==> config.mk <==
export PLATFORM = sky130hd
export DESIGN_NAME = sac_table
export DESIGN_NICKNAME = d
export VERILOG_FILES = /design/src/sac_pkg.sv /design/src/sac_cell.sv /design/src/sac_table.sv
export SDC_FILE = /design/constraint.sdc
export NUM_CORES = 2
export LEC_CHECK = 0
export CORE_MARGIN = 5
export CORE_UTILIZATION = 59
export DETAILED_ROUTE_END_ITERATION = 8
export DONT_BUFFER_PORTS = 1
export GPL_ROUTABILITY_DRIVEN = 1
export HOLD_SLACK_MARGIN = 0.1
export PLACE_DENSITY_LB_ADDON = 0.12
export SLEW_MARGIN = 20
export SYNTH_ARGS = -nofsm -noshare
export SYNTH_HDL_FRONTEND = slang
export SYNTH_SLANG_ARGS = --single-unit
==> constraint.sdc <==
create_clock -name clk_i -period 4.1 [get_ports clk_i]
set_input_delay 0 -clock clk_i [delete_from_list [all_inputs] [get_ports clk_i]]
set_output_delay 0 -clock clk_i [all_outputs]
set_load 0.01 [all_outputs]
==> src/sac_pkg.sv <==
// Types, codes and sizes shared by the sorted access set checker.
`default_nettype none
package sac_pkg;

  localparam int unsigned MAX_ENTRIES = 32;
  localparam int unsigned CNT_W       = $clog2(MAX_ENTRIES + 1);

  typedef enum logic [1:0] {
    MODE_DECLARE  = 2'd0,
    MODE_CHECK    = 2'd1,
    MODE_CONFLICT = 2'd2,
    MODE_CLEAR    = 2'd3
  } mode_e;

  typedef enum logic [1:0] {
    ST_OK        = 2'd0,
    ST_SAME      = 2'd1,
    ST_DIFFERENT = 2'd2,
    ST_FULL      = 2'd3
  } status_e;

  localparam logic [1:0] KIND_READ    = 2'd0;
  localparam logic [1:0] KIND_WRITE   = 2'd1;
  localparam logic [1:0] KIND_EXCLUDE = 2'd2;

  typedef struct packed {
    logic [1:0]  domain;
    logic [31:0] ident;
    logic [1:0]  kind;
  } entry_t;

  typedef struct packed {
    logic       found;
    logic [1:0] kind;
  } lookup_t;

  typedef struct packed {
    mode_e       mode;
    logic [1:0]  domain;
    logic [31:0] ident;
    logic [1:0]  access_kind;
    logic        last_entry;
  } in_t;

  typedef struct packed {
    status_e     status;
    logic        found;
    logic [1:0]  declared_kind;
    logic        permitted;
    logic        conflict;
    logic [31:0] violation_count;
    logic [31:0] last_violation_ident;
    logic [5:0]  entry_count;
  } out_t;

endpackage
`default_nettype wire

==> src/sac_cell.sv <==
// One table slot: compares against the search key and shifts on insert.
`default_nettype none
module sac_cell import sac_pkg::*; (
  input  wire logic   clk_i,
  input  wire logic   occ_i,
  input  wire logic   ins_i,
  input  wire entry_t key_i,
  input  wire logic   prev_less_i,
  input  wire entry_t prev_entry_i,
  output entry_t      entry_o,
  output logic        less_o,
  output logic        hit_o
);

  entry_t     entry_q;
  logic [33:0] own_key;
  logic [33:0] new_key;

  assign own_key = {entry_q.domain, entry_q.ident};
  assign new_key = {key_i.domain, key_i.ident};

  assign less_o  = occ_i && (own_key < new_key);
  assign hit_o   = occ_i && (own_key == new_key);
  assign entry_o = entry_q;

  // Slots past the insert point take their neighbor; the insert point takes the new entry.
  always_ff @(posedge clk_i) begin
    if (ins_i) begin
      if (!prev_less_i) begin
        entry_q <= prev_entry_i;
      end else if (!less_o) begin
        entry_q <= key_i;
      end
    end
  end

endmodule
`default_nettype wire

==> src/sac_table.sv <==
// Sorted table built as a chain of slots, with lookup reduction.
`default_nettype none
module sac_table import sac_pkg::*; (
  input  wire logic             clk_i,
  input  wire logic [CNT_W-1:0] count_i,
  input  wire logic             ins_i,
  input  wire entry_t           key_i,
  output lookup_t               lookup_o
);

  entry_t                 entries [MAX_ENTRIES];
  logic [MAX_ENTRIES-1:0] less;
  logic [MAX_ENTRIES-1:0] hit;
  logic [1:0]             kind_w;

  for (genvar g = 0; g < MAX_ENTRIES; g++) begin : g_cell
    logic   occ;
    logic   prev_less;
    entry_t prev_entry;

    assign occ = count_i > CNT_W'(g);

    if (g == 0) begin : g_head
      assign prev_less  = 1'b1;
      assign prev_entry = key_i;
    end else begin : g_body
      assign prev_less  = less[g-1];
      assign prev_entry = entries[g-1];
    end

    sac_cell u_cell (
      .clk_i        (clk_i),
      .occ_i        (occ),
      .ins_i        (ins_i),
      .key_i        (key_i),
      .prev_less_i  (prev_less),
      .prev_entry_i (prev_entry),
      .entry_o      (entries[g]),
      .less_o       (less[g]),
      .hit_o        (hit[g])
    );
  end

  // Keys are unique, so at most one slot hits.
  always_comb begin
    kind_w = '0;
    for (int k = 0; k < MAX_ENTRIES; k++) begin
      if (hit[k]) begin
        kind_w = kind_w | entries[k].kind;
      end
    end
  end

  assign lookup_o.found = |hit;
  assign lookup_o.kind  = kind_w;

endmodule
`default_nettype wire

**Yosys cells after proc, flatten, opt, wreduce, memory -nomap -nowiden**

Cells that the tools add are included.

- $lt $le $gt $ge: 64
- Equal/unequal tests: 63
- Multiplexer cells: 94
- Bitwise logic cells: 32
- Reduce and logical (&&, ||, !) cells: 97

Operators by type and width:

| operator | number |
|---|---|
| 36-bit 2-to-1 mux | 62 |
| 34-bit == test | 32 |
| 34-bit less-than comparator | 32 |
| 6-bit by 5-bit > comparator with 1-bit output, second input constant | 16 |
| 1-bit logical AND | 64 |
| 2-bit 2-to-1 mux | 32 |
| 2-bit AND reduction | 32 |
| 2-bit inequality test, second input constant | 31 |
| 2-bit OR | 31 |
| 6-bit by 4-bit > comparator with 1-bit output, second input constant | 8 |
| 32-bit OR reduction | 1 |
| 6-bit by 3-bit > comparator with 1-bit output, second input constant | 4 |
| 6-bit by 1-bit > comparator with 1-bit output, second input constant | 2 |
| 6-bit by 2-bit > comparator with 1-bit output, second input constant | 2 |
| 1-bit inverter | 1 |

- Bits in registers: 1152
- Output and inout bits: 3
- Word-level logic and storage cells: 446

**Longest topological paths before layout**

- Depth in word-level cells: 65
- Depth in mapped cells: 12
- Mapped depth without buffers: 9

**Hierarchy**

A second synthesis with hierarchy kept.

- Cell total of the unflattened synthesis: 6677
- Area, all modules: 77917.2 µm²

Modules (own cells, without submodules):

| module | times used | cells an instance | area each (µm²) | sequential area each (µm²) |
|---|---|---|---|---|
| sac_cell at g_cell[0].u_cell ... | 31 | 205 | 2413.6 | 1081.0 |
| sac_cell at g_cell[28].u_cell | 1 | 204 | 2408.6 | 1081.0 |
| sac_table | 1 | 118 | 688.2 | 0.0 |

**Least setup slack after synthesis**

Ideal clock, no wire load.

- Path type: input-to-reg
- Start: input port key_i[7] (netlist name)
- End: register g_cell[2].u_cell.entry_q (netlist bit g_cell[2].u_cell.entry_o[0]) (enable)
- Setup time: 441 ps
- Arrival time: 4152 ps
- Data required time: 3659 ps
- Setup slack: -493 ps
- Stages on the path: 12
- Buffers on the path: 3
- Path through: clkbuf_1 inv_1 ha_1 nand4_1 a211oi_1 a2111oi_0 o31ai_1 a21oi_1 o31a_1 buf_2 buf_4 a21oi_1

- Word-level cells in the longest chain between the ends: 4
- Elaborated cells between the ends (all ways): 6
- Those cells by class: order compare (2); eq/ne (1); reduce/logical (3)

Ends and longest elaborated chain:

| item | RTL line | text |
|---|---|---|
| start: declaration | sac_table.sv:7 | `input wire entry_t key_i,` |
| 34-bit less-than comparator | sac_cell.sv:22 | `assign less_o = occ_i && (own_key < new_key);` |
| 1-bit logical AND | sac_cell.sv:22 |  |
| 2-bit inequality test (no line) (*) | - |  |
| 2-bit AND reduction (no line) (*) | - |  |
| end signal: assignment | sac_cell.sv:30 | `entry_q <= prev_entry_i;` |
| end signal: assignment | sac_cell.sv:32 | `entry_q <= key_i;` |
| end: declaration | sac_cell.sv:15 | `entry_t entry_q;` |

Every way passes the cells marked *; elsewhere a longest branch is shown, timed or not.
A chain may end at the register's enable or synchronous reset.

==> flow_summary.html <==
<table>
<tr><th>Metric</th><th>Value</th></tr>
<tr><th colspan="2">Clock network</th></tr>
<tr><td>Clock tree from TritonCTS</td><td>built</td></tr>
<tr><td>Maximum root-to-sink buffer count</td><td>3</td></tr>
<tr><td>Skew-Pair Late Insertion Delay</td><td>0.79 ns</td></tr>
<tr><td>Clock buffers created by TritonCTS</td><td>134</td></tr>
<tr><td>Clock slew at reported path FFs</td><td>0.06 ns</td></tr>
<tr><td>CTS root buf</td><td>sky130_fd_sc_hd__clkbuf_16</td></tr>
<tr><td>TritonCTS Sinks</td><td>1152</td></tr>
<tr><td>H-tree levels</td><td>4</td></tr>
<tr><th colspan="2">Timing</th></tr>
<tr><td>Max Slew Vio Count</td><td>0</td></tr>
<tr><td>Fin. Hold Viols</td><td>0</td></tr>
<tr><td>Number of setup violations in the final report</td><td>0</td></tr>
<tr><td>Max-slew headroom at the worst pin</td><td>0.273</td></tr>
<tr><td>Worst clock skew on the final layout</td><td>0.0303 ns</td></tr>
<tr><td>Final critical delay including setup and external delays</td><td>3.88 ns</td></tr>
<tr><td>Unrepaired setup endpoints after global routing</td><td>false</td></tr>
<tr><td>Setup Total Neg Slack</td><td>0 ns</td></tr>
<tr><td>Worst hold slack after final layout</td><td>0.151 ns</td></tr>
<tr><td>Post-route clock period utilization</td><td>0.946</td></tr>
<tr><td>Slew @ Worst Pin</td><td>1.09 ns</td></tr>
<tr><td>Achievable clock frequency</td><td>0.258 GHz</td></tr>
<tr><th colspan="2">Flow run</th></tr>
<tr><td>Max-cap violation count</td><td>0</td></tr>
<tr><th colspan="2">Worst setup path</th></tr>
<tr><td>Number of gates on the worst path with buffers counted</td><td>8</td></tr>
<tr><td>Buffer and inverter count on the worst path</td><td>0</td></tr>
<tr><td>Slowest cell on crit path</td><td>sky130_fd_sc_hd__o221ai_1</td></tr>
<tr><td>First element of the critical path</td><td>g_cell[20].u_cell.entry_o[18]$_DFFE_PP_</td></tr>
<tr><td>Worst r2r src</td><td>g_cell[14].u_cell.entry_o[25]$_DFFE_PP_</td></tr>
<tr><td>Crit-path max FO</td><td>3</td></tr>
<tr><td>Worst Reg-to-Reg Cells</td><td>9</td></tr>
<tr><td>Kind of critical path</td><td>flip-flop to output port</td></tr>
<tr><td>Cells along the critical path</td><td>ha_1 -&gt; and4_1 -&gt; nand4_1 -&gt; or3_1 -&gt; nor3_1 -&gt; nand4b_1 -&gt; o221ai_1 -&gt; or4_1</td></tr>
<tr><td>Kind of cell with the highest combined delay on the critical path</td><td>simple AND/OR/NAND/NOR gates</td></tr>
<tr><td>Arr. time, crit path</td><td>3.88 ns</td></tr>
<tr><td>Crit-path max cell delay</td><td>0.59 ns</td></tr>
<tr><td>Data required, critical path</td><td>4.10 ns</td></tr>
<tr><td>Crit path capture type</td><td>output port</td></tr>
<tr><td>Startpoint Class</td><td>flip-flop</td></tr>
<tr><th colspan="2">Layout</th></tr>
<tr><td>Final design area excluding fillers</td><td>0.0825 mm²</td></tr>
<tr><td>Final net count</td><td>6859</td></tr>
<tr><td>Area used by multi-input combinational logic</td><td>0.0371 mm²</td></tr>
<tr><td>Register Area</td><td>0.0346 mm²</td></tr>
<tr><td>Fraction of final layout cells sized beyond drive strength 1</td><td>0.279</td></tr>
<tr><td>Number of filler instances in the final layout</td><td>8680</td></tr>
<tr><td>Max reg flops</td><td>1152</td></tr>
<tr><td>Most frequent cells in the layout</td><td>sky130_fd_sc_hd__edfxtp_1 (1152), sky130_fd_sc_hd__ha_1 (1088), sky130_fd_sc_hd__mux2_2 (1077)</td></tr>
<tr><td>Signed area change from the synthesized netlist to the final layout</td><td>13.4%</td></tr>
<tr><td>Commonest non-fill, non-tap cell in the layout</td><td>sky130_fd_sc_hd__edfxtp_1</td></tr>
<tr><th colspan="2">Power and ir drop</th></tr>
<tr><td>Combinational share of power</td><td>0.268</td></tr>
<tr><td>Sw frac</td><td>0.308</td></tr>
<tr><td>Flop pwr share</td><td>0.435</td></tr>
<tr><td>Max IR drop VDD</td><td>489 µV</td></tr>
<tr><td>Proportion of power drawn by the clock network</td><td>0.297</td></tr>
<tr><td>Static Leak</td><td>0.0322 µW</td></tr>
<tr><td>Pint</td><td>27400 µW</td></tr>
<tr><td>Final total power</td><td>39600 µW</td></tr>
<tr><td>Switching power summed over all nets</td><td>12200 µW</td></tr>
<tr><td>Power per Cell Area</td><td>480 mW/mm²</td></tr>
<tr><th colspan="2">Yosys</th></tr>
<tr><td>Proportion of synthesized chip area in sequential cells</td><td>0.476</td></tr>
<tr><td>Count of yosys warnings during synthesis</td><td>0</td></tr>
<tr><td>Mean Syn Cell Area</td><td>13.2 µm²</td></tr>
<tr><td>Syn nets</td><td>6660</td></tr>
<tr><td>Async set-or-reset flop fraction in the synthesized netlist</td><td>0</td></tr>
<tr><td>Number of flip-flops and latches in the synthesized netlist</td><td>1152</td></tr>
<tr><td>Count of cell types in the netlist</td><td>64</td></tr>
<tr><td>Post-synth EDFFs</td><td>1152</td></tr>
<tr><td>Gate Count Post-Synth</td><td>5528</td></tr>
<tr><td>Mapped Area</td><td>0.0728 mm²</td></tr>
<tr><td>Flip-flop cell with the highest count after synthesis</td><td>sky130_fd_sc_hd__edfxtp_1</td></tr>
<tr><th colspan="2">Global route</th></tr>
<tr><td>Number of global-route vias before repair</td><td>52200</td></tr>
<tr><td>Initial antenna violation count</td><td>37</td></tr>
<tr><td>Pin count of the biggest net entering global routing</td><td>39</td></tr>
<tr><td>First-pass GRT wire length</td><td>365000 µm</td></tr>
<tr><td>Aggregate global routing overflow</td><td>0</td></tr>
<tr><td>Total GRT Usage</td><td>0.388</td></tr>
<tr><th colspan="2">Worst hold path</th></tr>
<tr><td>Class of the most critical hold timing path</td><td>input port to flip-flop</td></tr>
<tr><td>Min-Delay Startpoint</td><td>count_i[3]</td></tr>
<tr><td>Cell count of the worst hold path</td><td>4</td></tr>
<tr><th colspan="2">Route</th></tr>
<tr><td>Final wirelength</td><td>259000 µm</td></tr>
<tr><td>Iteration-0 DRC Markers</td><td>7125</td></tr>
<tr><td>Post-detailed-route count of antenna-violating nets</td><td>0</td></tr>
<tr><td>Per-cell via count in the routed design</td><td>7.05</td></tr>
<tr><td>Total vias in the final route</td><td>52800</td></tr>
<tr><td>DRC violation count after routing</td><td>0</td></tr>
<tr><td>First-pass iteration count of the detailed router</td><td>9</td></tr>
<tr><td>Routed wire length per instance</td><td>34.5 µm</td></tr>
<tr><th colspan="2">Die</th></tr>
<tr><td>Die area</td><td>0.130 mm²</td></tr>
<tr><td>Area of the placeable core</td><td>0.122 mm²</td></tr>
<tr><td>Die extent in y</td><td>361 µm</td></tr>
<tr><td>Number of top-level pins</td><td>47</td></tr>
<tr><td>Starting density of the core</td><td>0.595</td></tr>
<tr><td>Number of rows in the core area</td><td>128</td></tr>
<tr><td>Width of the die</td><td>361 µm</td></tr>
<tr><th colspan="2">Place</th></tr>
<tr><td>DP Area</td><td>0.0765 mm²</td></tr>
<tr><td>Port bufs</td><td>0</td></tr>
<tr><td>Estimated wirelength of the detail-placed design</td><td>170000 µm</td></tr>
<tr><td>Final weighted congestion in routability-driven placement</td><td>1.01</td></tr>
<tr><th colspan="2">Run status</th></tr>
<tr><td>Result of the run</td><td>completed</td></tr>
</table>
-- worst register-to-register path: cells and delay by family (launching register included) --
kind,cells,cell delay [ns]
and+or+nand+nor,1,0.26
adders and majority gates,1,0.38
buffers and inverters,2,0.54
AOI/OAI and AO/OA,5,1.64
DFF,1,0.58
-- cells by family (layout without fill, tap and decap cells) --
kind of cell	count (synthesis)	count (layout)	share of synthesized area
mux	1116	1116	0.173
buf+inv	395	693	0.0245
compound gates	898	898	0.0775
other cells	0	45	0
flops	1152	1152	0.476
simple gates	879	879	0.0627
fa+ha+maj	1088	1088	0.187
-- timing repair --
action / 4_1_cts / 5_1_grt
setup buffers: 0 / 0
gates resized for setup: 0 / 0
endpoints found under the hold margin: 1226 / 0
hold buffers: 78 / 0
-- final timing paths --
| check | endpoint | slack, ns |
|---|---|---|
| worst max-delay path | lookup_o[1] | 0.22 |
| worst min-delay path | g_cell[8].u_cell.entry_o[23]$_DFFE_PP_ | 0.15 |
| worst max register to register | g_cell[15].u_cell.entry_o[7]$_DFFE_PP_ | 0.39 |
| worst min register to register | g_cell[10].u_cell.entry_o[6]$_DFFE_PP_ | 0.57 |
-- cells in the mapped netlist (all sizes together), types with 11 or more instances --
cell | n | share of area
a2111oi | 12 | 0.0018
a211oi | 87 | 0.0090
a21o | 126 | 0.013
a21oi | 391 | 0.027
a221oi | 28 | 0.0035
a31oi | 21 | 0.0018
and4 | 20 | 0.0024
buf | 133 | 0.011
clkbuf | 112 | 0.0058
edfxtp | 1152 | 0.48
ha | 1088 | 0.19
inv | 150 | 0.0077
mux2 | 1116 | 0.17
nand2 | 181 | 0.0093
nand3 | 121 | 0.0083
nand4 | 245 | 0.021
nor2 | 146 | 0.0075
nor2b | 26 | 0.0022
nor3 | 67 | 0.0048
nor4 | 33 | 0.0030
o2111ai | 20 | 0.0024
o211ai | 23 | 0.0024
o21ai | 116 | 0.0080
o22ai | 11 | 0.00095
o41ai | 17 | 0.0021
-- area by class of cell --
| type | instances | area share |
|---|---|---|
| clock inverters | 72 | 0.00742 |
| multi-input cells | 3981 | 0.450 |
| diodes | 45 | 0.00137 |
| clock buffers | 163 | 0.0433 |
| well taps | 1625 | 0.0247 |
| flip-flops and latches | 1152 | 0.419 |
| repair buffers | 308 | 0.0474 |
| inverters | 150 | 0.00686 |
-- power by group through the flow --
stage | clock network (µW) | logic [µW] | registers [µW]
after global routing | 12300 | 11500 | 17300
final | 11700 | 10600 | 17200
after floorplan | 0 | 7300 | 16500
after CTS | 11800 | 10300 | 17200
after global placement | 0 | 9310 | 17400
after detailed placement | 0 | 9660 | 17400
-- per-layer routing --
layer / GRT usage / wire (µm) / vias to the layer above
li1: - / - / 22500
met3: 0.131 / 34700 / 906
met5: 0 / 71 / -
met2: 0.581 / 112000 / 3553
met4: 0.244 / 18800 / 10
met1: 0.486 / 93300 / 25900
-- through the flow --
step,std cells,setup WS (ns),util
global placement,7127,0.286,0.626
floorplan,5528,0.0147,-
detailed placement,7127,0.381,0.626
global route,7464,0.0328,0.674
CTS,7440,0.234,0.672
finish,7496,0.220,0.675
Power figures use the tool's default switching activity.
